$ cat config.mk
export PLATFORM = sky130hd
export DESIGN_NAME = sha1_message_hasher_core
export DESIGN_NICKNAME = d
export VERILOG_FILES = /design/src/design/sha1mh_pkg.sv /design/src/design/sha1mh_front.sv /design/src/design/sha1mh_back.sv /design/src/design/sha1_message_hasher_core.sv
export SDC_FILE = /design/constraint.sdc
export NUM_CORES = 2
export LEC_CHECK = 0
export ABC_CLOCK_PERIOD_IN_PS = 9500
export BUFFER_PORTS_ARGS = -buffer_cell sky130_fd_sc_hd__buf_2
export CORE_MARGIN = 4
export CORE_UTILIZATION = 40
export CTS_CLUSTER_DIAMETER = 120
export CTS_CLUSTER_SIZE = 16
export DETAILED_ROUTE_END_ITERATION = 10
export PLACE_DENSITY_LB_ADDON = 0.12
export SYNTH_ARGS = -nofsm -noshare
export SYNTH_HDL_FRONTEND = slang
export SYNTH_SLANG_ARGS = --single-unit
$ cat constraint.sdc
create_clock -name clk -period 9.5 [get_ports clk]
set_input_delay 0 -clock clk [delete_from_list [all_inputs] [get_ports clk]]
set_output_delay 0 -clock clk [all_outputs]
set_load 0.01 [all_outputs]
$ cat src/design/sha1mh_pkg.sv
// Shared types, constants and round functions of the SHA-1 message hasher.
package sha1mh_pkg;

  localparam int unsigned NumWords = 5;

  typedef struct packed {
    logic [7:0] data;
    logic       has;
    logic       last;
  } sha1mh_cmd_t;

  typedef enum logic [2:0] {
    ST_IDLE,
    ST_PAD,
    ST_LEN,
    ST_COMP,
    ST_ADD,
    ST_OUT
  } sha1mh_state_t;

  localparam logic [31:0] K0 = 32'h5a827999;
  localparam logic [31:0] K1 = 32'h6ed9eba1;
  localparam logic [31:0] K2 = 32'h8f1bbcdc;
  localparam logic [31:0] K3 = 32'hca62c1d6;

  localparam logic [NumWords-1:0][31:0] InitChain = {
    32'hc3d2e1f0, 32'h10325476, 32'h98badcfe, 32'hefcdab89, 32'h67452301
  };

  localparam logic [6:0] LastRound   = 7'd79;
  localparam logic [5:0] PadLastByte = 6'd55;
  localparam logic [5:0] BlockLast   = 6'd63;
  localparam logic [2:0] LastIndex   = 3'd4;
  localparam logic [7:0] PadMarker   = 8'h80;

  function automatic logic [31:0] sha1mh_f(input logic [6:0] rnd, input logic [31:0] b,
                                           input logic [31:0] c, input logic [31:0] d);
    logic [31:0] res;
    if (rnd < 7'd20) begin
      res = (b & c) | (~b & d);
    end else if (rnd < 7'd40) begin
      res = b ^ c ^ d;
    end else if (rnd < 7'd60) begin
      res = (b & c) | (b & d) | (c & d);
    end else begin
      res = b ^ c ^ d;
    end
    return res;
  endfunction

  function automatic logic [31:0] sha1mh_k(input logic [6:0] rnd);
    logic [31:0] res;
    if (rnd < 7'd20) begin
      res = K0;
    end else if (rnd < 7'd40) begin
      res = K1;
    end else if (rnd < 7'd60) begin
      res = K2;
    end else begin
      res = K3;
    end
    return res;
  endfunction

endpackage

$ cat src/design/sha1mh_front.sv
// Input side: accepts items, drops empty non-final ones, queues the rest.
module sha1mh_front import sha1mh_pkg::*; (
  input  logic        clk,
  input  logic        rst_n,
  input  logic        in_valid,
  output logic        in_stall,
  input  logic [7:0]  in_message_byte,
  input  logic        in_has_byte,
  input  logic        in_last_byte,
  output logic        cmd_valid,
  output sha1mh_cmd_t cmd,
  input  logic        cmd_pop
);

  sha1mh_cmd_t q_r [2];
  logic        wr_ptr_r, wr_ptr_nxt;
  logic        rd_ptr_r, rd_ptr_nxt;
  logic [1:0]  cnt_r, cnt_nxt;
  logic        push;
  logic        pop;

  assign in_stall  = (cnt_r == 2'd2);
  assign push      = in_valid && !in_stall && (in_has_byte || in_last_byte);
  assign cmd_valid = (cnt_r != 2'd0);
  assign pop       = cmd_pop && cmd_valid;
  assign cmd       = q_r[rd_ptr_r];

  always_comb begin
    wr_ptr_nxt = push ? !wr_ptr_r : wr_ptr_r;
    rd_ptr_nxt = pop ? !rd_ptr_r : rd_ptr_r;
    cnt_nxt    = cnt_r + {1'b0, push} - {1'b0, pop};
  end

  always_ff @(posedge clk) begin
    if (!rst_n) begin
      wr_ptr_r <= 1'b0;
      rd_ptr_r <= 1'b0;
      cnt_r    <= 2'd0;
    end else begin
      wr_ptr_r <= wr_ptr_nxt;
      rd_ptr_r <= rd_ptr_nxt;
      cnt_r    <= cnt_nxt;
    end
  end

  always_ff @(posedge clk) begin
    if (push) begin
      q_r[wr_ptr_r] <= '{data: in_message_byte, has: in_has_byte, last: in_last_byte};
    end
  end

endmodule

$ cat src/design/sha1mh_back.sv
// Block assembly, padding, 80-round compression and digest output.
module sha1mh_back import sha1mh_pkg::*; (
  input  logic        clk,
  input  logic        rst_n,
  input  logic        cmd_valid,
  input  sha1mh_cmd_t cmd,
  output logic        cmd_pop,
  output logic        out_valid,
  input  logic        out_stall,
  output logic [31:0] out_digest_word,
  output logic [2:0]  out_word_index,
  output logic        out_last_word
);

  sha1mh_state_t state_r, state_nxt;

  logic [31:0] w_r [16];
  logic [31:0] a_r, b_r, c_r, d_r, e_r;
  logic [31:0] chain_r [NumWords];
  logic [63:0] bit_len_r;
  logic [5:0]  off_r;
  logic [6:0]  rnd_r;
  logic        pad_r;
  logic        first_pad_r;
  logic        final_r;
  logic [2:0]  idx_r;
  logic        out_valid_r;
  logic [31:0] out_word_r;
  logic [2:0]  out_index_r;
  logic        out_last_r;

  logic        out_load;
  logic        wr_en;
  logic [7:0]  wr_byte;
  logic [31:0] t_sum;
  logic [31:0] w_new;
  logic        comp_start;

  assign out_valid       = out_valid_r;
  assign out_digest_word = out_word_r;
  assign out_word_index  = out_index_r;
  assign out_last_word   = out_last_r;

  assign t_sum = {a_r[26:0], a_r[31:27]} + sha1mh_f(rnd_r, b_r, c_r, d_r) + e_r
               + sha1mh_k(rnd_r) + w_r[0];
  assign w_new = {w_r[13][30:0] ^ w_r[8][30:0] ^ w_r[2][30:0] ^ w_r[0][30:0],
                  w_r[13][31] ^ w_r[8][31] ^ w_r[2][31] ^ w_r[0][31]};
  assign comp_start = (state_nxt == ST_COMP) && (state_r != ST_COMP);

  always_comb begin
    state_nxt = state_r;
    unique case (state_r)
      ST_IDLE: begin
        if (cmd_valid) begin
          if (cmd.has && off_r == BlockLast) begin
            state_nxt = ST_COMP;
          end else if (cmd.last) begin
            state_nxt = ST_PAD;
          end
        end
      end
      ST_PAD: begin
        if (off_r == PadLastByte) begin
          state_nxt = ST_LEN;
        end else if (off_r == BlockLast) begin
          state_nxt = ST_COMP;
        end
      end
      ST_LEN:  state_nxt = ST_COMP;
      ST_COMP: begin
        if (rnd_r == LastRound) begin
          state_nxt = ST_ADD;
        end
      end
      ST_ADD: begin
        if (final_r) begin
          state_nxt = ST_OUT;
        end else if (pad_r) begin
          state_nxt = ST_PAD;
        end else begin
          state_nxt = ST_IDLE;
        end
      end
      ST_OUT: begin
        if (out_load && idx_r == LastIndex) begin
          state_nxt = ST_IDLE;
        end
      end
      default: state_nxt = ST_IDLE;
    endcase
  end

  always_comb begin
    cmd_pop  = 1'b0;
    out_load = 1'b0;
    wr_en    = 1'b0;
    wr_byte  = cmd.data;
    unique case (state_r)
      ST_IDLE: begin
        cmd_pop = cmd_valid;
        wr_en   = cmd_valid && cmd.has;
      end
      ST_PAD: begin
        wr_en   = 1'b1;
        wr_byte = first_pad_r ? PadMarker : 8'h00;
      end
      ST_OUT:  out_load = !out_valid_r || !out_stall;
      default: ;
    endcase
  end

  always_ff @(posedge clk) begin
    if (!rst_n) begin
      state_r     <= ST_IDLE;
      bit_len_r   <= 64'd0;
      off_r       <= 6'd0;
      rnd_r       <= 7'd0;
      pad_r       <= 1'b0;
      first_pad_r <= 1'b0;
      final_r     <= 1'b0;
      idx_r       <= 3'd0;
      out_valid_r <= 1'b0;
      for (int i = 0; i < NumWords; i++) begin
        chain_r[i] <= InitChain[i];
      end
    end else begin
      state_r <= state_nxt;
      if (comp_start) begin
        rnd_r <= 7'd0;
      end else if (state_r == ST_COMP) begin
        rnd_r <= rnd_r + 7'd1;
      end
      if (wr_en) begin
        off_r <= off_r + 6'd1;
      end
      if (state_r == ST_IDLE && cmd_valid) begin
        if (cmd.has) begin
          bit_len_r <= bit_len_r + 64'd8;
        end
        if (cmd.last) begin
          pad_r       <= 1'b1;
          first_pad_r <= 1'b1;
        end
      end
      if (state_r == ST_PAD) begin
        first_pad_r <= 1'b0;
      end
      if (state_r == ST_LEN) begin
        final_r <= 1'b1;
        off_r   <= 6'd0;
      end
      if (state_r == ST_ADD) begin
        chain_r[0] <= chain_r[0] + a_r;
        chain_r[1] <= chain_r[1] + b_r;
        chain_r[2] <= chain_r[2] + c_r;
        chain_r[3] <= chain_r[3] + d_r;
        chain_r[4] <= chain_r[4] + e_r;
      end
      if (out_load) begin
        idx_r <= idx_r + 3'd1;
        if (idx_r == LastIndex) begin
          idx_r     <= 3'd0;
          bit_len_r <= 64'd0;
          off_r     <= 6'd0;
          pad_r     <= 1'b0;
          final_r   <= 1'b0;
          for (int i = 0; i < NumWords; i++) begin
            chain_r[i] <= InitChain[i];
          end
        end
      end
      if (out_load) begin
        out_valid_r <= 1'b1;
      end else if (!out_stall) begin
        out_valid_r <= 1'b0;
      end
    end
  end

  always_ff @(posedge clk) begin
    if (wr_en) begin
      case (off_r[1:0])
        2'd0:    w_r[off_r[5:2]][31:24] <= wr_byte;
        2'd1:    w_r[off_r[5:2]][23:16] <= wr_byte;
        2'd2:    w_r[off_r[5:2]][15:8]  <= wr_byte;
        default: w_r[off_r[5:2]][7:0]   <= wr_byte;
      endcase
    end
    if (state_r == ST_LEN) begin
      w_r[14] <= bit_len_r[63:32];
      w_r[15] <= bit_len_r[31:0];
    end
    if (state_r == ST_COMP) begin
      for (int i = 0; i < 15; i++) begin
        w_r[i] <= w_r[i+1];
      end
      w_r[15] <= w_new;
      a_r <= t_sum;
      b_r <= a_r;
      c_r <= {b_r[1:0], b_r[31:2]};
      d_r <= c_r;
      e_r <= d_r;
    end else if (comp_start) begin
      a_r <= chain_r[0];
      b_r <= chain_r[1];
      c_r <= chain_r[2];
      d_r <= chain_r[3];
      e_r <= chain_r[4];
    end
    if (out_load) begin
      out_word_r  <= chain_r[idx_r];
      out_index_r <= idx_r;
      out_last_r  <= (idx_r == LastIndex);
    end
  end

endmodule

$ cat src/design/sha1_message_hasher_core.sv
// SHA-1 message hasher, top level.
// Message bytes enter one per item; the front queues up to two items while the
// back is busy. The back writes one byte per cycle while it is idle and an item
// is queued into a 64-byte block register and, on each full block, runs the 80
// rounds one per cycle, then adds the result into the chain; intake is held while
// the back compresses, pads or emits. A final item pads one byte per cycle up to
// byte 55, writes the bit length, compresses once (twice when fewer than nine
// bytes are left in the block), then emits the five digest words, H0 first, on
// consecutive cycles while out_stall is low, and starts the next message.
module sha1_message_hasher_core import sha1mh_pkg::*; (
  input  logic        clk,
  input  logic        rst_n,
  input  logic        in_valid,
  output logic        in_stall,
  input  logic [7:0]  in_message_byte,
  input  logic        in_has_byte,
  input  logic        in_last_byte,
  output logic        out_valid,
  input  logic        out_stall,
  output logic [31:0] out_digest_word,
  output logic [2:0]  out_word_index,
  output logic        out_last_word
);

  logic        cmd_valid;
  sha1mh_cmd_t cmd;
  logic        cmd_pop;

  sha1mh_front u_front (
    .clk             (clk),
    .rst_n           (rst_n),
    .in_valid        (in_valid),
    .in_stall        (in_stall),
    .in_message_byte (in_message_byte),
    .in_has_byte     (in_has_byte),
    .in_last_byte    (in_last_byte),
    .cmd_valid       (cmd_valid),
    .cmd             (cmd),
    .cmd_pop         (cmd_pop)
  );

  sha1mh_back u_back (
    .clk             (clk),
    .rst_n           (rst_n),
    .cmd_valid       (cmd_valid),
    .cmd             (cmd),
    .cmd_pop         (cmd_pop),
    .out_valid       (out_valid),
    .out_stall       (out_stall),
    .out_digest_word (out_digest_word),
    .out_word_index  (out_word_index),
    .out_last_word   (out_last_word)
  );

endmodule

* Word-level counts from Yosys, hierarchy flattened
Memories as Yosys holds them, arrays and structs flattened. A register that Yosys moved wholly into a read port is not among the register bits.
Index checks and enable logic that the tools add are counted.
** Storage, ports and cells
- Bits in registers :: 255
- RAM bits :: 692
- Bits of input ports :: 14
- Output and inout port bits :: 38
- Logic and storage cells :: 200
- Memories :: 3
** Cells by class
- Add/subtract/negate cells :: 15
- $lt $le $gt $ge :: 3
- Eq/ne operators :: 15
- Mux-type cells :: 92
- Bitwise operators :: 29
- Reductions and logical operators :: 24
** Memory list
- u_back.w_r :: depth 16, width 32, read ports 16, clocked after memory_dff 0, write ports 16, line sha1mh_back.sv:17 : logic [31:0] w_r [16];
- u_back.chain_r :: depth 5, width 32, read ports 6, clocked after memory_dff 1, write ports 5, line sha1mh_back.sv:19 : logic [31:0] chain_r [NumWords];
- u_front.q_r :: depth 2, width 10, read ports 1, clocked after memory_dff 1, write ports 1, line sha1mh_front.sv:15 : sha1mh_cmd_t q_r [2];
** Operators with widths (number)
- $mux W32 :: 28
- $add A32 B32 Y32 :: 9
- $mux W64 :: 4
- $and A32 B32 Y32 :: 4
- $or A32 B32 Y32 :: 3
- $xor A31 B31 Y31 :: 3
- $add A64 B4 Y64 const B :: 1
- $xor A32 B32 Y32 :: 2
- $mux W1 :: 40
- $not A32 Y32 :: 1
- $reduce_or A32 Y1 :: 1
- $mux W31 :: 1
- $mux W3 :: 9
- $mux W6 :: 4
- $pmux W3 S6 :: 1
- $mux W8 :: 2
- $lt A7 B6 Y1 const B :: 2
- $eq A6 B6 Y1 const B :: 2
- $or A1 B1 Y1 :: 12
- $eq A3 B2 Y1 const B :: 3
- $eq A3 B3 Y1 const B :: 3
- $logic_and A1 B1 Y1 :: 8
- $mux W4 :: 2
- $add A7 B1 Y7 const B :: 1
- other kinds (22) :: 32

* Longest topological paths before layout
- Word-level depth :: 11
- Depth in mapped cells :: 24
- Mapped depth without buffers :: 23

* Cells and area by module
A second synthesis with hierarchy kept.
** Unflattened totals
- Cells, all modules :: 4697
- Area total of the unflattened synthesis :: 53727.8 µm²
** Modules (own cells, without submodules)
- sha1mh_back :: times used 1, cells each 4638, area each 52754.3 µm², seq. area each 27746.6 µm²
- sha1mh_front :: times used 1, cells each 59, area each 973.4 µm², seq. area each 700.7 µm²

* Least setup slack after synthesis
No wires, ideal clock.
- Path type :: flip-flop to flip-flop
- Start point :: register u_back.state_r[2]
- End point :: register u_back.a_r[0] (enable)
- Library setup time :: 1322 ps
- Arrival :: 5910 ps
- Data required time :: 8178 ps
- Slack :: 2268 ps
- Stages on the path, launching flop included :: 9
- Path buffers :: 0
- Clock period less this slack :: 7232 ps
- Cells stage by stage :: dfxtp_1 -> nor2b_1 -> nand2_1 -> a21oi_1 -> nand2_1 -> o211ai_1 -> and2_1 -> or2_2 -> nand2_1
** Between the ends
- Cells in the longest elaborated chain, start to end :: 8
- Elaborated cells between the ends (all ways) :: 20
- Those cells by class :: 7 x eq/ne; 9 x mux; 4 x reduce/logical
** RTL lines
- start: declaration :: line sha1mh_back.sv:15 : sha1mh_state_t state_r, state_nxt;
- start signal: assignment :: line sha1mh_back.sv:127 : state_r <= state_nxt;
- $eq A3 B3 Y1 :: line sha1mh_back.sv:98 : unique case (state_r)
- $mux W1 :: line sha1mh_back.sv:98
- net u_back.out_load :: line sha1mh_back.sv:32 : logic out_load;
- $logic_and A1 B1 Y1 :: line sha1mh_back.sv:85 : if (out_load && idx_r == LastIndex) begin
- $mux W3 :: line sha1mh_back.sv:85
- $pmux W3 S6 :: line sha1mh_back.sv:52 : unique case (state_r)
- $eq A3 B2 Y1 :: line sha1mh_back.sv:48 : assign comp_start = (state_nxt == ST_COMP) && (state_r != ST_COMP);
- $logic_and A1 B1 Y1 :: line sha1mh_back.sv:48
- $reduce_bool A2 Y1 (no line)
- end signal: assignment :: line sha1mh_back.sv:198 : a_r <= t_sum;
- end signal: assignment :: line sha1mh_back.sv:204 : a_r <= chain_r[0];
- end: declaration :: line sha1mh_back.sv:18 : logic [31:0] a_r, b_r, c_r, d_r, e_r;
The timed path passes the listed nets, and every way through them passes these cells.
A chain may end at the register's enable or synchronous reset.

* Final worst setup path
- Start point :: register u_back.rnd_r[4]
- End point :: register u_back.a_r[30] (data pin)
** Between the ends
- Cells in the longest elaborated chain, start to end :: 9
- Elaborated cells between the ends (all ways) :: 14
- Those cells by class :: 4 x add/sub; 3 x order compare; 7 x mux
** RTL lines
- start: declaration :: line sha1mh_back.sv:22 : logic [6:0] rnd_r;
- start signal: assignment :: line sha1mh_back.sv:131 : rnd_r <= rnd_r + 7'd1;
- $lt A7 B6 Y1 :: line sha1mh_pkg.sv:43, sha1mh_pkg.sv:57
- $mux W32 :: line sha1mh_pkg.sv:43 : end else if (rnd < 7'd60) begin
- $mux W32 :: line sha1mh_pkg.sv:41 : end else if (rnd < 7'd40) begin
- $mux W32 :: line sha1mh_pkg.sv:39 : if (rnd < 7'd20) begin
- $add A32 B32 Y32 (2 in a row) :: line sha1mh_back.sv:44 : assign t_sum = {a_r[26:0], a_r[31:27]} + sha1mh_f(rnd_r, b_r, c_r, d_r) + e_r
- $add A32 B32 Y32 * (2 in a row) :: line sha1mh_back.sv:45 : + sha1mh_k(rnd_r) + w_r[0];
- $mux W32 * :: line sha1mh_back.sv:193 : if (state_r == ST_COMP) begin
Every way passes the cells marked *; elsewhere a longest branch is shown, timed or not.

==> run_results.csv <==
group,metric,value,unit
placed_design,io_buffers,51,
placed_design,post_dp_cell_area,56200,um^2
timing,timing.final.crit_share,0.745,
status,status,"finished, final reports clean",
clock_network,clock-sinks,977,
power,p_int,7.38,mW
synthesis,synthArstFlopShare,0,
detailed_routing,avgViaCountPerCell,5.59,
worst_setup_path,crit_required,9910,ps
worst_setup_path,path_class,"flip-flop to flip-flop",
power,p_per_area,178,nW/um^2
placed_design,globalplace.congestion,0.926,
detailed_routing,wl,158000,um
floorplan,rows,134,
clock_network,cts_made_buffers,71,
synthesis,syn_avg_cell_area,11.3,um^2
worst_setup_path,max_stage_delay,690,ps
clock_network,cts.clk_slew.worst_paths,90,ps
synthesis,synthDistinctLibCells,78,
floorplan,num_io_pins,52,
detailed_routing,num_vias,36700,
timing,max_freq,0.141,GHz
worst_setup_path,r2r_slack,2420,ps
synthesis,synth_seq_cells,977,
worst_hold_path,holdPathEnd,"u_front.q_r[1][9]",
worst_hold_path,min-delay-start,"in_message_byte[7]",
power,leakage,23.4,nW
power,p_comb_frac,0.212,
clock_network,root_buffer,"clkbuf_16",
power,pwr-share-clk,0.290,
timing,rsz0062_at_grt,"false",
global_routing,grt_max_degree,175,
synthesis,synthesis.nets,5148,
power,p_switching,3.01,mW
timing,finalSetupTns,0,ps
detailed_routing,drc,0,
detailed_routing,drt_iter0_markers,3147,
worst_hold_path,hold_path_class,"primary input to flip-flop",
global_routing,overflow,0,
synthesis,ys_warn_count,0,
worst_hold_path,hold_depth,2,
synthesis,ys_dominant_reg_cell,"edfxtp_1",
timing,slew_headroom,0.143,
global_routing,grt_pass1_wl,237000,um
final_layout,final_cell_area,58400,um^2
job,cap_violations,0,
worst_setup_path,crit_arrival,7490,ps
worst_setup_path,cpMostUsedCell,"fa_1",
worst_setup_path,cp_max_fo,35,
final_layout,area_delta_synth_final,8.31,%
detailed_routing,firstDrtPassIters,5,
floorplan,initial_utilization,0.403,
clock_network,cts_resized,0,
timing,worst_pin_slew,1270,ps
timing,min_period,7080,ps
clock_network,clk_latency,700,ps
worst_setup_path,startpoint_type,"flip-flop",
worst_setup_path,end_kind,"flip-flop",
detailed_routing,ant_nets,0,
synthesis,syn_inst,4779,
worst_setup_path,crit_chain,"o21ai_0 -> nand2_2 -> nand2_2 -> nor2_1 -> nor2_1 -> fa_1 -> fa_1 -> inv_1 -> fa_1 -> inv_1 -> ha_1 -> a211oi_1 -> o211ai_1 -> a32oi_1 -> a22oi_1 -> a41oi_1 -> o211ai_1 -> a31oi_1 -> xor2_1 -> o21ai_0",
worst_setup_path,crit_start,"u_back.rnd_r[4]",
power,swShare,0.290,
global_routing,grt_pass1_vias,36000,
placed_design,hpwl,111000,um
timing,setup_viol,0,
synthesis,synth_edf_count,888,
worst_setup_path,cp_top_family,"compound AO/OA/AOI/OAI gates",
timing,slew_viol_final,0,
clock_network,clockBufferDepth,3,
final_layout,nNetsFinal,5125,
power,ir_drop,134,uV
floorplan,die_y,375,um
worst_setup_path,rr_endpoint,"u_back.a_r[30]",
worst_setup_path,rr_startpoint,"u_back.rnd_r[4]",
worst_setup_path,crit_buf_inv,2,
synthesis,synth_area,53900,um^2
worst_setup_path,cp_slowest_cell,"nand2_2",
global_routing,grt_util_all_layers,0.222,
timing,hold_viol_final,0,
clock_network,cts_tree,"done",
final_layout,fin_util,0.437,
floorplan,core,134000,um^2
timing,clock_skew,38.6,ps
detailed_routing,wl_per_cell,24.0,um
worst_setup_path,reg2reg_depth,20,
clock_network,ctsHtreeMaxLevel,3,
floorplan,dieArea,141000,um^2
power,pwr-share-seq,0.499,
floorplan,die_x,375,um
synthesis,seq_area_frac_synth,0.528,
final_layout,drive_above_1_share,0.0651,
global_routing,antenna_found_initial,0,
-- cells in the final DEF (no fill, tap or decap), types with 31 or more instances in the layout --
master,synthesis,final
clkbuf_16,0,71
nand4_1,37,37
nor2b_1,54,53
o21a_1,33,33
mux4_2,32,32
a21o_1,508,508
a21oi_1,183,182
clkbuf_1,213,35
nand2_1,644,638
xnor2_1,186,186
xor2_1,102,102
fa_1,124,124
and3_1,38,38
nand2b_1,35,34
dfxtp_1,89,85
mux2_2,31,31
mux2i_1,53,53
buf_2,4,51
edfxtp_1,888,888
nor2_1,264,257
o21ai_0,322,319
nor3_1,60,60
buf_4,1,73
ha_1,231,231
inv_1,238,238
nand3_1,59,59
or3_1,35,35
-- area by class of cell --
class	instances	area (um^2)
multi-input combinational	3325	23800
fill	12500	75200
sequential	977	28500
clock buffer	106	1910
antenna	1	2.50
timing repair buffer	142	1010
tap	1768	2210
clock inverter	7	113
inverter	239	897
-- metrics by stage --
stage               worst slack [ps]  power, mW  std cells  hold WS, ps
floorplan                       2270       6.77       4779         98.9
global placement                2590       7.46       6436          191
detailed placement              2470       7.48       6436          199
CTS                             2450       10.5       6564         20.2
global route                    2020       10.9       6564         60.6
finish                          2420       10.4       6565         72.4
-- repair_timing --
item                                    in CTS  in global routing
endpoints found under the setup margin       0                  0
buffers inserted                             0                  0
hold buffers                                15                  0
hold endpoints to repair                    43                  0
-- registers in the layout, summed over array words and instances, names as in the netlist, 2 cells and up, named ones only --
| register | count |
|---|---|
| u_back.c_r | 32 |
| u_back.idx_r | 3 |
| u_back.w_r | 512 |
| u_back.b_r | 32 |
| u_back.out_digest_word | 32 |
| u_front.cnt_r | 2 |
| u_back.out_word_index | 3 |
| u_back.a_r | 32 |
| u_back.state_r | 3 |
| u_front.q_r | 20 |
| u_back.chain_r | 160 |
| u_back.rnd_r | 7 |
| u_back.off_r | 6 |
| u_back.bit_len_r | 61 |
| u_back.d_r | 32 |
| u_back.e_r | 32 |
-- power groups by stage --
stage / logic (mW) / registers (mW) / clock network [mW]
2_1_floorplan: 1.57 / 5.20 / 0
3_3_place_gp: 2.19 / 5.27 / 0
3_5_place_dp: 2.21 / 5.27 / 0
4_1_cts: 2.23 / 5.17 / 3.10
5_1_grt: 2.44 / 5.18 / 3.25
6_report: 2.20 / 5.18 / 3.01
-- synthesized netlist by cell type, drive strengths merged, types with 62 or more instances --
cell type  number  area [um^2]
ha            231         2890
clkbuf        213          800
a21o          508         3810
o21ai         323         1620
edfxtp        888        26700
dfxtp          89         1780
fa            124         2480
nor3           62          327
nand2         644         2420
a21oi         183          916
inv           238          893
nor2          264          991
xnor2         186         1630
xor2          102          893
-- metal layers --
layer  wire [um]  GRT usage  share of wire  vias up
li1            -          -              -    17100
met1       73600      0.319           0.47    18600
met2       73500      0.360           0.47      783
met3        6330     0.0235          0.040      185
met4        4310     0.0577          0.027        0
met5           0          0              0        -
-- worst max path at each step --
stage	endpoint	slack, ps	cells past startpoint
2_1_floorplan	u_back.a_r[0]	2270	8
3_3_place_gp	u_back.a_r[30]	2590	20
3_5_place_dp	u_back.a_r[30]	2470	20
4_1_cts	u_back.a_r[30]	2450	20
5_1_grt	u_back.a_r[30]	2020	22
6_report	u_back.a_r[30]	2420	20
-- kinds of logic (layout without fill, tap and decap cells) --
family                   Yosys count  in the layout  share of synthesized area
adder cells (fa/ha/maj)          355            355                     0.0997
other                              0              1                          0
AND/OR/NAND/NOR                 1303           1303                      0.108
AO/OA/AOI/OAI                   1263           1263                      0.155
buffers and inverters            477            494                     0.0334
multiplexers                     116            116                     0.0297
XOR/XNOR                         288            288                     0.0468
flip-flops                       977            977                      0.528
Note: power is estimated with default switching activity, not from simulation.
